**src/sv/apev_pkg.sv**
```systemverilog
// ----------------------------------------------------------------------------
// apev_pkg
// Shared types and constants of the absolute-pointer event decoder: event
// codes, the command that passes from the front part to the back part, the
// result item and the configuration register set.
// ----------------------------------------------------------------------------
`default_nettype none

package apev_pkg;

  // Screen coordinate width.
  localparam int COORD_BITS = 12;
  localparam logic [COORD_BITS-1:0] COORD_MAX = {COORD_BITS{1'b1}};

  // Field widths.
  localparam int SIZE_W  = 13;
  localparam int RAW_W   = 32;
  localparam int TYPE_W  = 16;
  localparam int CODE_W  = 16;
  localparam int BTN_W   = 3;
  localparam int PROD_W  = RAW_W + SIZE_W;
  localparam int DIVC_W  = $clog2(PROD_W);

  // Stream payload widths.
  localparam int IN_DATA_W  = TYPE_W + CODE_W + RAW_W;
  localparam int OUT_BITS   = 2 * COORD_BITS + 2 * BTN_W + 1;
  localparam int OUT_DATA_W = ((OUT_BITS + 7) / 8) * 8;

  // Command queue.
  localparam int FIFO_DEPTH = 2;
  localparam int FIFO_AW    = $clog2(FIFO_DEPTH);

  // Event types and codes.
  localparam logic [TYPE_W-1:0] EV_SYN = 16'h0000;
  localparam logic [TYPE_W-1:0] EV_KEY = 16'h0001;
  localparam logic [TYPE_W-1:0] EV_ABS = 16'h0003;

  localparam logic [CODE_W-1:0] ABS_X   = 16'h0000;
  localparam logic [CODE_W-1:0] ABS_Y   = 16'h0001;
  localparam logic [CODE_W-1:0] KEY_LMB = 16'h0110;
  localparam logic [CODE_W-1:0] KEY_RMB = 16'h0111;
  localparam logic [CODE_W-1:0] KEY_MMB = 16'h0112;

  localparam logic [BTN_W-1:0] BIT_NONE   = 3'd0;
  localparam logic [BTN_W-1:0] BIT_LEFT   = 3'd1;
  localparam logic [BTN_W-1:0] BIT_RIGHT  = 3'd2;
  localparam logic [BTN_W-1:0] BIT_MIDDLE = 3'd4;

  localparam logic [RAW_W-1:0] KEY_DOWN = 32'd1;

  // Configuration register indexes.
  localparam logic [1:0] REG_SCREEN_W = 2'd0;
  localparam logic [1:0] REG_SCREEN_H = 2'd1;
  localparam logic [1:0] REG_AXIS_X   = 2'd2;
  localparam logic [1:0] REG_AXIS_Y   = 2'd3;

  localparam logic [SIZE_W-1:0] RST_SCREEN_W = 13'd1280;
  localparam logic [SIZE_W-1:0] RST_SCREEN_H = 13'd800;
  localparam logic [RAW_W-1:0]  RST_AXIS_MAX = 32'h0000_7FFF;

  typedef enum logic [2:0] {
    OP_SET_X,
    OP_SET_Y,
    OP_SYNC,
    OP_FLUSH,
    OP_KEY
  } op_e;

  typedef enum logic {
    ACT_MOVE,
    ACT_BUTTON
  } act_e;

  typedef struct packed {
    op_e              op;
    logic [BTN_W-1:0] btn;
    logic             down;
    logic [RAW_W-1:0] value;
  } cmd_t;

  typedef struct packed {
    logic [SIZE_W-1:0] screen_w;
    logic [SIZE_W-1:0] screen_h;
    logic [RAW_W-1:0]  axis_x_max;
    logic [RAW_W-1:0]  axis_y_max;
  } cfg_t;

  typedef struct packed {
    act_e                  action;
    logic [COORD_BITS-1:0] pos_x;
    logic [COORD_BITS-1:0] pos_y;
    logic [BTN_W-1:0]      button_bit;
    logic                  pressed;
    logic [BTN_W-1:0]      held_buttons;
    logic                  last;
  } result_t;

endpackage

`default_nettype wire

```
**src/sv/abs_pointer_event_decoder_top.sv**
```systemverilog
// ----------------------------------------------------------------------------
// abs_pointer_event_decoder_top
// Decodes absolute-pointer tablet events into pointer moves and button
// changes.
//
// Input stream: one item per device event (type, code, value) or, with tuser
// high, an end-of-batch marker. Absolute X and Y items only latch the raw
// position; a sync, key or end-of-batch item turns pending motion into a
// screen position by scaling raw * (size - 1) / axis maximum with a clamp.
// Output stream: up to two result items per input item, tlast on the final
// one; tuser tells a move from a button change.
// Timing: the front takes an item in every cycle while the two-entry command
// queue has room. Latches and syncs with nothing pending leave at one per cycle.
// Resolving motion runs the 45-step restoring divider (one per axis, both
// running together); a key or end-of-batch item then goes on to a move result
// and, when it carries a button change, to a button result as well.
// If the receiver stalls, the output register holds its item, the back part
// waits and the queue fills, after which s_axis_tready falls.
// Reset clears all pointer state, empties the queue and loads the register
// defaults: 1280 by 800 pixels and an axis maximum of 32767 on both axes.
// ----------------------------------------------------------------------------
`default_nettype none

module abs_pointer_event_decoder_top (
  input  logic                               clk_i,
  input  logic                               rst_ni,
  input  logic                               cfg_we_i,
  input  logic [1:0]                         cfg_idx_i,
  input  logic [apev_pkg::RAW_W-1:0]         cfg_wdata_i,
  input  logic                               s_axis_tvalid,
  output logic                               s_axis_tready,
  // ev_type [15:0], ev_code [31:16], ev_value [63:32]
  input  logic [apev_pkg::IN_DATA_W-1:0]     s_axis_tdata,
  // kind [0]
  input  logic                               s_axis_tuser,
  output logic                               m_axis_tvalid,
  input  logic                               m_axis_tready,
  // pos_x, pos_y, button_bit, pressed, held_buttons, zero fill
  output logic [apev_pkg::OUT_DATA_W-1:0]    m_axis_tdata,
  // action [0]
  output logic                               m_axis_tuser,
  output logic                               m_axis_tlast
);
  import apev_pkg::*;

  cfg_t    cfg_q, cfg_d;
  logic    q_full, q_push, q_pop, q_empty;
  cmd_t    q_wcmd, q_rcmd;
  result_t res;

  always_comb begin
    cfg_d = cfg_q;
    if (cfg_we_i) begin
      case (cfg_idx_i)
        REG_SCREEN_W: cfg_d.screen_w   = cfg_wdata_i[SIZE_W-1:0];
        REG_SCREEN_H: cfg_d.screen_h   = cfg_wdata_i[SIZE_W-1:0];
        REG_AXIS_X:   cfg_d.axis_x_max = cfg_wdata_i;
        REG_AXIS_Y:   cfg_d.axis_y_max = cfg_wdata_i;
        default:      cfg_d = cfg_q;
      endcase
    end
  end

  always_ff @(posedge clk_i or negedge rst_ni) begin
    if (!rst_ni) begin
      cfg_q.screen_w   <= RST_SCREEN_W;
      cfg_q.screen_h   <= RST_SCREEN_H;
      cfg_q.axis_x_max <= RST_AXIS_MAX;
      cfg_q.axis_y_max <= RST_AXIS_MAX;
    end else begin
      cfg_q <= cfg_d;
    end
  end

  apev_front u_front (
    .in_valid_i (s_axis_tvalid),
    .in_ready_o (s_axis_tready),
    .kind_i     (s_axis_tuser),
    .ev_type_i  (s_axis_tdata[TYPE_W-1:0]),
    .ev_code_i  (s_axis_tdata[TYPE_W+CODE_W-1:TYPE_W]),
    .ev_value_i (s_axis_tdata[IN_DATA_W-1:TYPE_W+CODE_W]),
    .q_full_i   (q_full),
    .q_push_o   (q_push),
    .q_cmd_o    (q_wcmd)
  );

  apev_fifo u_fifo (
    .clk_i   (clk_i),
    .rst_ni  (rst_ni),
    .push_i  (q_push),
    .wdata_i (q_wcmd),
    .full_o  (q_full),
    .pop_i   (q_pop),
    .rdata_o (q_rcmd),
    .empty_o (q_empty)
  );

  apev_back u_back (
    .clk_i       (clk_i),
    .rst_ni      (rst_ni),
    .cfg_i       (cfg_q),
    .q_empty_i   (q_empty),
    .q_cmd_i     (q_rcmd),
    .q_pop_o     (q_pop),
    .out_valid_o (m_axis_tvalid),
    .out_ready_i (m_axis_tready),
    .out_o       (res)
  );

  assign m_axis_tdata = OUT_DATA_W'({res.held_buttons, res.pressed, res.button_bit,
                                     res.pos_y, res.pos_x});
  assign m_axis_tuser = res.action;
  assign m_axis_tlast = res.last;

endmodule

`default_nettype wire

```
**src/sv/apev_front.sv**
```systemverilog
// ----------------------------------------------------------------------------
// apev_front
// Input side: takes device events and end-of-batch items, sorts them into
// commands and drops the ones that can have no effect.
// ----------------------------------------------------------------------------
`default_nettype none

module apev_front (
  input  logic                          in_valid_i,
  output logic                          in_ready_o,
  input  logic                          kind_i,
  input  logic [apev_pkg::TYPE_W-1:0]   ev_type_i,
  input  logic [apev_pkg::CODE_W-1:0]   ev_code_i,
  input  logic [apev_pkg::RAW_W-1:0]    ev_value_i,
  input  logic                          q_full_i,
  output logic                          q_push_o,
  output apev_pkg::cmd_t                q_cmd_o
);
  import apev_pkg::*;

  logic keep;

  always_comb begin
    keep           = 1'b0;
    q_cmd_o.op     = OP_SYNC;
    q_cmd_o.btn    = BIT_NONE;
    q_cmd_o.down   = (ev_value_i == KEY_DOWN);
    q_cmd_o.value  = ev_value_i;
    if (kind_i) begin
      keep       = 1'b1;
      q_cmd_o.op = OP_FLUSH;
    end else begin
      case (ev_type_i)
        EV_SYN: begin
          keep       = 1'b1;
          q_cmd_o.op = OP_SYNC;
        end
        EV_ABS: begin
          if (ev_code_i == ABS_X) begin
            keep       = 1'b1;
            q_cmd_o.op = OP_SET_X;
          end else if (ev_code_i == ABS_Y) begin
            keep       = 1'b1;
            q_cmd_o.op = OP_SET_Y;
          end
        end
        EV_KEY: begin
          // Any key resolves motion; only the three buttons touch the mask.
          keep       = 1'b1;
          q_cmd_o.op = OP_KEY;
          case (ev_code_i)
            KEY_LMB: q_cmd_o.btn = BIT_LEFT;
            KEY_RMB: q_cmd_o.btn = BIT_RIGHT;
            KEY_MMB: q_cmd_o.btn = BIT_MIDDLE;
            default: q_cmd_o.btn = BIT_NONE;
          endcase
        end
        default: keep = 1'b0;
      endcase
    end
  end

  assign in_ready_o = !q_full_i;
  assign q_push_o   = in_valid_i && !q_full_i && keep;

endmodule

`default_nettype wire

```
**src/sv/apev_fifo.sv**
```systemverilog
// ----------------------------------------------------------------------------
// apev_fifo
// Short command queue between the front and the back part.
// ----------------------------------------------------------------------------
`default_nettype none

module apev_fifo (
  input  logic            clk_i,
  input  logic            rst_ni,
  input  logic            push_i,
  input  apev_pkg::cmd_t  wdata_i,
  output logic            full_o,
  input  logic            pop_i,
  output apev_pkg::cmd_t  rdata_o,
  output logic            empty_o
);
  import apev_pkg::*;

  cmd_t               mem_q [FIFO_DEPTH];
  logic [FIFO_AW-1:0] wr_ptr_q, wr_ptr_d;
  logic [FIFO_AW-1:0] rd_ptr_q, rd_ptr_d;
  logic [FIFO_AW:0]   count_q, count_d;

  assign full_o  = (count_q == (FIFO_AW+1)'(FIFO_DEPTH));
  assign empty_o = (count_q == '0);
  assign rdata_o = mem_q[rd_ptr_q];

  always_comb begin
    wr_ptr_d = wr_ptr_q;
    rd_ptr_d = rd_ptr_q;
    count_d  = count_q;
    if (push_i) begin
      wr_ptr_d = (wr_ptr_q == FIFO_AW'(FIFO_DEPTH - 1)) ? '0 : wr_ptr_q + 1'b1;
    end
    if (pop_i) begin
      rd_ptr_d = (rd_ptr_q == FIFO_AW'(FIFO_DEPTH - 1)) ? '0 : rd_ptr_q + 1'b1;
    end
    if (push_i && !pop_i) begin
      count_d = count_q + 1'b1;
    end else if (pop_i && !push_i) begin
      count_d = count_q - 1'b1;
    end
  end

  always_ff @(posedge clk_i or negedge rst_ni) begin
    if (!rst_ni) begin
      wr_ptr_q <= '0;
      rd_ptr_q <= '0;
      count_q  <= '0;
    end else begin
      wr_ptr_q <= wr_ptr_d;
      rd_ptr_q <= rd_ptr_d;
      count_q  <= count_d;
    end
  end

  always_ff @(posedge clk_i) begin
    if (push_i) begin
      mem_q[wr_ptr_q] <= wdata_i;
    end
  end

endmodule

`default_nettype wire

```
**src/sv/apev_scale.sv**
```systemverilog
// ----------------------------------------------------------------------------
// apev_scale
// Scales one raw axis value to a screen coordinate: one multiply, then a
// restoring division one quotient bit per cycle, then the clamp.
// ----------------------------------------------------------------------------
`default_nettype none

module apev_scale (
  input  logic                            clk_i,
  input  logic                            rst_ni,
  input  logic                            start_i,
  input  logic [apev_pkg::RAW_W-1:0]      raw_i,
  input  logic [apev_pkg::SIZE_W-1:0]     size_i,
  input  logic [apev_pkg::RAW_W-1:0]      amax_i,
  output logic                            busy_o,
  output logic [apev_pkg::COORD_BITS-1:0] coord_o
);
  import apev_pkg::*;

  localparam logic [1:0] ST_IDLE = 2'd0;
  localparam logic [1:0] ST_MUL  = 2'd1;
  localparam logic [1:0] ST_DIV  = 2'd2;
  localparam logic [1:0] ST_FIN  = 2'd3;
  localparam int CMP_W = SIZE_W + COORD_BITS;

  logic [1:0]            state_q, state_d;
  logic [DIVC_W-1:0]     cnt_q, cnt_d;
  logic [RAW_W-1:0]      raw_q, raw_d;
  logic [SIZE_W-1:0]     size_m1_q, size_m1_d;
  logic [RAW_W-1:0]      amax_q, amax_d;
  logic                  zero_q, zero_d;
  logic [COORD_BITS-1:0] lim_q, lim_d;
  logic [PROD_W-1:0]     dvd_q, dvd_d;
  logic [RAW_W-1:0]      rem_q, rem_d;
  logic [COORD_BITS-1:0] quo_q, quo_d;
  logic                  ovf_q, ovf_d;
  logic [COORD_BITS-1:0] coord_q, coord_d;
  logic [RAW_W:0]        trial;
  logic [RAW_W:0]        diff;
  logic                  ge;

  assign trial = {rem_q, dvd_q[PROD_W-1]};
  assign diff  = trial - {1'b0, amax_q};
  assign ge    = (trial >= {1'b0, amax_q});

  always_comb begin
    state_d   = state_q;
    cnt_d     = cnt_q;
    raw_d     = raw_q;
    size_m1_d = size_m1_q;
    amax_d    = amax_q;
    zero_d    = zero_q;
    lim_d     = lim_q;
    dvd_d     = dvd_q;
    rem_d     = rem_q;
    quo_d     = quo_q;
    ovf_d     = ovf_q;
    coord_d   = coord_q;
    case (state_q)
      ST_IDLE: begin
        if (start_i) begin
          raw_d     = raw_i;
          size_m1_d = size_i - 1'b1;
          amax_d    = amax_i;
          zero_d    = (size_i == '0) || (amax_i == '0);
          state_d   = ST_MUL;
        end
      end
      ST_MUL: begin
        dvd_d = PROD_W'(raw_q) * PROD_W'(size_m1_q);
        if (CMP_W'(size_m1_q) > CMP_W'(COORD_MAX)) begin
          lim_d = COORD_MAX;
        end else begin
          lim_d = COORD_BITS'(size_m1_q);
        end
        rem_d   = '0;
        quo_d   = '0;
        ovf_d   = 1'b0;
        cnt_d   = DIVC_W'(PROD_W - 1);
        state_d = ST_DIV;
      end
      ST_DIV: begin
        rem_d = ge ? diff[RAW_W-1:0] : trial[RAW_W-1:0];
        dvd_d = {dvd_q[PROD_W-2:0], 1'b0};
        // A quotient bit that leaves the top means the result is past any limit.
        ovf_d = ovf_q | quo_q[COORD_BITS-1];
        quo_d = {quo_q[COORD_BITS-2:0], ge};
        cnt_d = cnt_q - 1'b1;
        if (cnt_q == '0) begin
          state_d = ST_FIN;
        end
      end
      ST_FIN: begin
        if (zero_q) begin
          coord_d = '0;
        end else if (ovf_q || (quo_q > lim_q)) begin
          coord_d = lim_q;
        end else begin
          coord_d = quo_q;
        end
        state_d = ST_IDLE;
      end
      default: state_d = ST_IDLE;
    endcase
  end

  always_ff @(posedge clk_i or negedge rst_ni) begin
    if (!rst_ni) begin
      state_q <= ST_IDLE;
    end else begin
      state_q <= state_d;
    end
  end

  always_ff @(posedge clk_i) begin
    cnt_q     <= cnt_d;
    raw_q     <= raw_d;
    size_m1_q <= size_m1_d;
    amax_q    <= amax_d;
    zero_q    <= zero_d;
    lim_q     <= lim_d;
    dvd_q     <= dvd_d;
    rem_q     <= rem_d;
    quo_q     <= quo_d;
    ovf_q     <= ovf_d;
    coord_q   <= coord_d;
  end

  assign busy_o  = (state_q != ST_IDLE);
  assign coord_o = coord_q;

endmodule

`default_nettype wire

```
**src/sv/apev_back.sv**
```systemverilog
// ----------------------------------------------------------------------------
// apev_back
// Executes queued commands: holds the pointer state, runs the two axis
// scalers and drives the result register.
// ----------------------------------------------------------------------------
`default_nettype none

module apev_back (
  input  logic              clk_i,
  input  logic              rst_ni,
  input  apev_pkg::cfg_t    cfg_i,
  input  logic              q_empty_i,
  input  apev_pkg::cmd_t    q_cmd_i,
  output logic              q_pop_o,
  output logic              out_valid_o,
  input  logic              out_ready_i,
  output apev_pkg::result_t out_o
);
  import apev_pkg::*;

  localparam logic [1:0] ST_IDLE  = 2'd0;
  localparam logic [1:0] ST_SCALE = 2'd1;
  localparam logic [1:0] ST_MOVE  = 2'd2;
  localparam logic [1:0] ST_BTN   = 2'd3;

  logic [1:0]            state_q, state_d;
  cmd_t                  cmd_q, cmd_d;
  logic [RAW_W-1:0]      raw_x_q, raw_x_d;
  logic [RAW_W-1:0]      raw_y_q, raw_y_d;
  logic                  pending_q, pending_d;
  logic                  svalid_q, svalid_d;
  logic [COORD_BITS-1:0] sx_q, sx_d;
  logic [COORD_BITS-1:0] sy_q, sy_d;
  logic [BTN_W-1:0]      mask_q, mask_d;
  logic                  ovalid_q, ovalid_d;
  result_t               out_q, out_d;
  logic                  start;
  logic                  x_busy, y_busy;
  logic [COORD_BITS-1:0] x_coord, y_coord;
  logic                  out_free;
  logic                  has_btn;
  logic [BTN_W-1:0]      new_mask;

  apev_scale u_scale_x (
    .clk_i   (clk_i),
    .rst_ni  (rst_ni),
    .start_i (start),
    .raw_i   (raw_x_q),
    .size_i  (cfg_i.screen_w),
    .amax_i  (cfg_i.axis_x_max),
    .busy_o  (x_busy),
    .coord_o (x_coord)
  );

  apev_scale u_scale_y (
    .clk_i   (clk_i),
    .rst_ni  (rst_ni),
    .start_i (start),
    .raw_i   (raw_y_q),
    .size_i  (cfg_i.screen_h),
    .amax_i  (cfg_i.axis_y_max),
    .busy_o  (y_busy),
    .coord_o (y_coord)
  );

  assign out_free = !ovalid_q || out_ready_i;
  assign has_btn  = (cmd_q.op == OP_KEY) && (cmd_q.btn != BIT_NONE);
  assign new_mask = cmd_q.down ? (mask_q | cmd_q.btn) : (mask_q & ~cmd_q.btn);

  always_comb begin
    state_d   = state_q;
    cmd_d     = cmd_q;
    raw_x_d   = raw_x_q;
    raw_y_d   = raw_y_q;
    pending_d = pending_q;
    svalid_d  = svalid_q;
    sx_d      = sx_q;
    sy_d      = sy_q;
    mask_d    = mask_q;
    ovalid_d  = ovalid_q && !out_ready_i;
    out_d     = out_q;
    start     = 1'b0;
    q_pop_o   = 1'b0;
    case (state_q)
      ST_IDLE: begin
        if (!q_empty_i) begin
          q_pop_o = 1'b1;
          cmd_d   = q_cmd_i;
          case (q_cmd_i.op)
            OP_SET_X: begin
              raw_x_d   = q_cmd_i.value;
              pending_d = 1'b1;
            end
            OP_SET_Y: begin
              raw_y_d   = q_cmd_i.value;
              pending_d = 1'b1;
            end
            default: begin
              if (pending_q) begin
                start   = 1'b1;
                state_d = ST_SCALE;
              end else if (q_cmd_i.op != OP_SYNC) begin
                state_d = ST_MOVE;
              end
            end
          endcase
        end
      end
      ST_SCALE: begin
        if (!x_busy && !y_busy) begin
          sx_d      = x_coord;
          sy_d      = y_coord;
          svalid_d  = 1'b1;
          pending_d = 1'b0;
          state_d   = (cmd_q.op == OP_SYNC) ? ST_IDLE : ST_MOVE;
        end
      end
      ST_MOVE: begin
        if (!svalid_q) begin
          state_d = has_btn ? ST_BTN : ST_IDLE;
        end else if (out_free) begin
          ovalid_d           = 1'b1;
          out_d.action       = ACT_MOVE;
          out_d.pos_x        = sx_q;
          out_d.pos_y        = sy_q;
          out_d.button_bit   = BIT_NONE;
          out_d.pressed      = 1'b0;
          out_d.held_buttons = mask_q;
          out_d.last         = !has_btn;
          state_d            = has_btn ? ST_BTN : ST_IDLE;
        end
      end
      ST_BTN: begin
        if (out_free) begin
          mask_d             = new_mask;
          ovalid_d           = 1'b1;
          out_d.action       = ACT_BUTTON;
          out_d.pos_x        = sx_q;
          out_d.pos_y        = sy_q;
          out_d.button_bit   = cmd_q.btn;
          out_d.pressed      = cmd_q.down;
          out_d.held_buttons = new_mask;
          out_d.last         = 1'b1;
          state_d            = ST_IDLE;
        end
      end
      default: state_d = ST_IDLE;
    endcase
  end

  always_ff @(posedge clk_i or negedge rst_ni) begin
    if (!rst_ni) begin
      state_q   <= ST_IDLE;
      raw_x_q   <= '0;
      raw_y_q   <= '0;
      pending_q <= 1'b0;
      svalid_q  <= 1'b0;
      sx_q      <= '0;
      sy_q      <= '0;
      mask_q    <= '0;
      ovalid_q  <= 1'b0;
    end else begin
      state_q   <= state_d;
      raw_x_q   <= raw_x_d;
      raw_y_q   <= raw_y_d;
      pending_q <= pending_d;
      svalid_q  <= svalid_d;
      sx_q      <= sx_d;
      sy_q      <= sy_d;
      mask_q    <= mask_d;
      ovalid_q  <= ovalid_d;
    end
  end

  always_ff @(posedge clk_i) begin
    cmd_q <= cmd_d;
    out_q <= out_d;
  end

  assign out_valid_o = ovalid_q;
  assign out_o       = out_q;

endmodule

`default_nettype wire
```
**config.mk**
```make
export PLATFORM = sky130hd
export DESIGN_NAME = abs_pointer_event_decoder_top
export DESIGN_NICKNAME = d
export VERILOG_FILES = /design/src/sv/apev_pkg.sv /design/src/sv/abs_pointer_event_decoder_top.sv /design/src/sv/apev_front.sv /design/src/sv/apev_fifo.sv /design/src/sv/apev_scale.sv /design/src/sv/apev_back.sv
export SDC_FILE = /design/constraint.sdc
export NUM_CORES = 2
export LEC_CHECK = 0
export BUFFER_PORTS_ARGS = -buffer_cell sky130_fd_sc_hd__buf_2
export CAP_MARGIN = 0
export CORE_MARGIN = 3
export CORE_UTILIZATION = 50
export CTS_CLUSTER_SIZE = 10
export DETAILED_ROUTE_END_ITERATION = 10
export PLACE_DENSITY = 0.66
export SYNTH_ARGS = -nofsm -noshare
export SYNTH_HDL_FRONTEND = slang
export SYNTH_SLANG_ARGS = --single-unit
```
**constraint.sdc**
```tcl
create_clock -name clk_i -period 8.48 [get_ports clk_i]
set_input_delay 2.544 -clock clk_i [delete_from_list [all_inputs] [get_ports clk_i]]
set_output_delay 2.544 -clock clk_i [all_outputs]
set_load 0.02 [all_outputs]
```
==> summary.txt <==
STA
  • Worst slew margin: 0.228
  • Final worst path period need: between 7 and 8 ns
  • Final setup violation count: 0
  • Hold Fails Final Rpt: 0
  • RSZ-0062 raised after global routing: no
  • Max-slew violation count: 0
  • Total Negative Setup Slacks: 0 ns
  • Final setup skew: 0.0232 ns
  • Share of the clock period used by the worst path: 0.833
  • Highest attainable clock frequency: 141 MHz
  • Actual slew at the worst max-slew pin: between 1 and 1.5 ns

Logic synthesis
  • Yosys warning total: 0
  • Total standard cell area after synthesis: around 57000 µm²
  • Net count after synthesis: 6559
  • Number of cells produced by synthesis: between 5000 and 6000
  • Post-synth cell types: 82
  • Post-synthesis sequential element count: between 700 and 800
  • Synthesized area per cell: 10.4 µm²
  • Sequential share of the synthesized area: 0.356
  • Count of flip-flops with a built-in enable after synthesis: between 500 and 600
  • Dominant register cell in the synthesized netlist: edfxtp_1
  • Post-synth ARST share: 0.274

Finish
  • # fillers: just under 10000
  • P&R area growth vs syn: 8.35%
  • Fraction of final layout cells sized beyond drive strength 1: 0.0910
  • Net count, final: about 6600

Global route
  • Total Routing Usage GR: 0.218
  • Number of antenna violations at the first check in global routing: 27
  • Congestion Overflow GR: 0
  • Largest net degree at the start of global routing: 90
  • First-pass GRT wire length: 205000 µm
  • Vias in the first global route: 39464

Route
  • Total vias in the final route: 38341
  • WL/cell: between 15 and 20 µm
  • Number of antenna-violating nets in the routed design: 0
  • Vias per cell: roughly 5.4
  • Drt first pass iters: 6
  • DR iter-0 viols: 2366
  • Detailed-route wire length: roughly 130000 µm
  • DRC violations left: 0

Placement
  • Port bufs: 138
  • Placer's final routability congestion estimate: between 0.8 and 0.9
  • Dpl hpwl: ~96000 µm

Worst setup path
  • Crit-path leading delay family: adder cells
  • Type of element launching the critical path: flip-flop
  • Worst reg2reg setup slack: 1.41 ns
  • Type of the worst setup path: flip-flop to flip-flop
  • Crit-path cells: buf_4 -> and2_1 -> fa_1 -> inv_1 -> fa_1 -> inv_1 -> fa_1 -> inv_1 -> fa_1 -> fa_1 -> inv_1 -> ha_1 -> a2111oi_2 -> o21a_1 -> o22ai_1 -> buf_4 -> a311o_1 -> a21oi_1 -> o311ai_1 -> a21o_1 -> nor4b_1 -> a311oi_1
  • Slowest library cell on the worst path: edfxtp_1
  • Biggest cell delay along the critical path: about 0.6 ns
  • Number of buffers and inverters on the critical path: 6
  • Most frequent CP cell: fa_1
  • Crit path arrival time: 7.45 ns
  • Kind of end point of the critical path: flip-flop
  • Required arrival time at the worst endpoint: just under 9 ns
  • Capture instance of the worst register-to-register path: u_back.u_scale_y.dvd_q[40]$_DFFE_PP_
  • Number of cell instances on the worst register-to-register path: 22
  • FF-to-FF Start: u_back.u_scale_y.size_m1_q[2]$_DFFE_PP_
  • Maximum fanout count along the critical path: 17

Clock network
  • Number of buffers on the longest clock path: 3
  • Number of hold buffers added after CTS: 0
  • Master cell of the clock root buffer: clkbuf_16
  • Clock-pin slew reported for the worst setup and hold paths after clock tree synthesis: 0.06 ns
  • Level count of the clock H-tree: 3
  • Inserted Clock Buffers: 86
  • Skew-Pair Late Insertion Delay: 0.65 ns
  • Clock tree from TritonCTS: built
  • Cells resized by post-CTS repair: 0
  • Number of clock sinks: a little over 700
  • Number of buffers added for setup after CTS: 0

Job
  • Max cap viols: 0

Die
  • DIE WIDTH: between 300 and 400 µm
  • Area of the die: between 100000 and 150000 µm²
  • Number of top-level design ports: between 100 and 150
  • Area inside the core boundary: 113000 µm²
  • Number of standard-cell rows in the floorplan: between 100 and 150
  • Die Y-Extent: approximately 340 µm
  • Starting density of the core: 0.506

Hold path
  • Path type of the worst min-delay path: flip-flop to flip-flop
  • Worst Min Path Start: u_back.sy_q[3]$_DFFE_PN0P_
  • Number of cells traversed by the worst hold path: 0
  • Capture endpoint of the worst hold path: u_back.out_o[11]$_DFFE_PP_

Outcome
  • Status: completed
==> cell type report <==
type / count / area [µm²] / share of cell area
multi-input cells: 3620 / 32400 / 0.524
flip-flops and latches: 708 / 20300 / 0.329
inverters: 935 / 3510 / 0.0567
clock buffers: 146 / 2530 / 0.0410
well taps: 1500 / 1880 / 0.0303
repair buffers: 186 / 1060 / 0.0171
clock inverters: 12 / 118 / 0.00190
diodes: 18 / 45.0 / 0.000728
==> metal layers <==
layer	wire, µm	GRT usage	vias to the layer above	part of all wire
met3	7630	0.0444	275	0.061
met4	5190	0.0881	16	0.041
met2	60600	0.363	969	0.48
met5	110	0	-	0.00088
li1	-	-	17848	-
met1	51600	0.279	19233	0.41
==> cell families (layout without fill, tap and decap cells) <==
logic type	count (synthesis)	count (layout)	synth area share
mux	193	193	0.0367
other cells	1	19	0.0000656
buf+inv	1182	1279	0.0780
xor+xnor	136	136	0.0209
compound gates	706	706	0.0770
fa+ha+maj	945	945	0.294
simple gates	1639	1639	0.137
flops	708	708	0.356
==> cell usage after synthesis (21+ instances only) <==
| cell type | instances | area [µm²] |
|---|---|---|
| inv_1 | 935 | 3510 |
| nand2_1 | 721 | 2710 |
| fa_1 | 662 | 13300 |
| edfxtp_1 | 514 | 15400 |
| and2_1 | 403 | 2520 |
| ha_1 | 283 | 3540 |
| a21oi_1 | 244 | 1220 |
| clkbuf_1 | 227 | 852 |
| nor2_1 | 217 | 815 |
| dfrtp_1 | 159 | 3980 |
| mux2_2 | 133 | 1500 |
| o21ai_0 | 113 | 566 |
| a21o_1 | 105 | 788 |
| xor2_1 | 69 | 604 |
| xnor2_1 | 67 | 587 |
| mux2i_1 | 60 | 601 |
| nand3_1 | 53 | 265 |
| o21ai_1 | 44 | 220 |
| nor4_1 | 41 | 257 |
| a211oi_1 | 38 | 285 |
| dfstp_2 | 35 | 920 |
| nor3_1 | 35 | 175 |
| nand4_1 | 32 | 200 |
| or2_2 | 26 | 163 |
| nand2b_1 | 24 | 150 |
| o21bai_1 | 21 | 158 |
==> flip-flops by register name, summed over array words and instances (netlist names), 12 cells and up <==
signal / flops
cfg_q: 90
u_back.out_o: 33
u_back.raw_x_q: 32
u_back.raw_y_q: 32
u_back.sx_q: 12
u_back.sy_q: 12
u_back.u_scale_x.amax_q: 32
u_back.u_scale_x.coord_o: 12
u_back.u_scale_x.dvd_q: 45
u_back.u_scale_x.lim_q: 12
u_back.u_scale_x.quo_q: 12
u_back.u_scale_x.raw_q: 32
u_back.u_scale_x.rem_q: 32
u_back.u_scale_x.size_m1_q: 13
u_back.u_scale_y.amax_q: 32
u_back.u_scale_y.coord_o: 12
u_back.u_scale_y.dvd_q: 45
u_back.u_scale_y.lim_q: 12
u_back.u_scale_y.quo_q: 12
u_back.u_scale_y.raw_q: 32
u_back.u_scale_y.rem_q: 32
u_back.u_scale_y.size_m1_q: 13
u_fifo.mem_q: 78
==> through the flow <==
stage | instance area, µm² | cells | utilization | hold WS, ns | setup slack (ns)
floorplan | 57100 | 5510 | - | 0.419 | 2.38
global placement | 59200 | 6949 | 0.524 | 0.426 | 1.67
detailed placement | 59200 | 6949 | 0.524 | 0.430 | 1.53
CTS | 61900 | 7107 | 0.548 | 0.442 | 1.50
global route | 61900 | 7115 | 0.548 | 0.451 | 1.00
finish | 61900 | 7125 | 0.548 | 0.441 | 1.41
==> worst max-delay path by stage <==
stage | startpoint | to | slack (ns) | cells past startpoint
after floorplan | u_back.u_scale_y.size_m1_q[3]$_DFFE_PP_ | u_back.u_scale_y.dvd_q[40]$_DFFE_PP_ | 2.38 | 21
after global placement | u_back.u_scale_y.size_m1_q[2]$_DFFE_PP_ | u_back.u_scale_y.dvd_q[40]$_DFFE_PP_ | 1.67 | 22
after detailed placement | u_back.u_scale_y.size_m1_q[2]$_DFFE_PP_ | u_back.u_scale_y.dvd_q[40]$_DFFE_PP_ | 1.53 | 22
after CTS | u_back.u_scale_y.size_m1_q[2]$_DFFE_PP_ | u_back.u_scale_y.dvd_q[40]$_DFFE_PP_ | 1.50 | 22
after global routing | u_back.u_scale_y.size_m1_q[2]$_DFFE_PP_ | u_back.u_scale_y.dvd_q[40]$_DFFE_PP_ | 1.00 | 22
final | u_back.u_scale_y.size_m1_q[2]$_DFFE_PP_ | u_back.u_scale_y.dvd_q[40]$_DFFE_PP_ | 1.41 | 22
==> placed cells by master, fill, tap and decap left out, types with 11 or more instances in the layout <==
| master | count |
|---|---|
| xor2_1 | 69 |
| nand3b_1 | 13 |
| a311oi_1 | 11 |
| and3_1 | 17 |
| fa_1 | 662 |
| clkbuf_1 | 51 |
| a21o_1 | 105 |
| o21ai_1 | 45 |
| nor2_1 | 215 |
| mux2_2 | 133 |
| a211oi_1 | 38 |
| or2_2 | 26 |
| o21a_1 | 19 |
| and2_1 | 400 |
| nand2b_1 | 24 |
| dfrtp_1 | 158 |
| o211ai_1 | 16 |
| or3_1 | 19 |
| mux2i_1 | 60 |
| nor3_1 | 35 |
| nand4_1 | 32 |
| o31ai_1 | 12 |
| nand2_1 | 721 |
| a21oi_1 | 244 |
| clkbuf_16 | 92 |
| ha_1 | 279 |
| inv_1 | 934 |
| o21bai_1 | 21 |
| nand3_1 | 53 |
| diode_2 | 18 |
| buf_4 | 48 |
| xnor2_1 | 67 |
| o21ai_0 | 112 |
| dfstp_2 | 35 |
| nor2b_1 | 13 |
| nor4_1 | 41 |
| edfxtp_1 | 514 |
| a31oi_1 | 17 |
| buf_2 | 137 |
==> worst register-to-register path: cells and delay by family (launching register included) <==
family,cells,cell delay (ns)
adders and majority gates,6,2.93
and+or+nand+nor,2,0.49
AOI/OAI and AO/OA,8,2.10
DFF,1,0.61
buffers and inverters,6,0.67
Power is not shown: default switching activity piles up to over one toggle a cycle in this logic, so the estimate is an artifact.
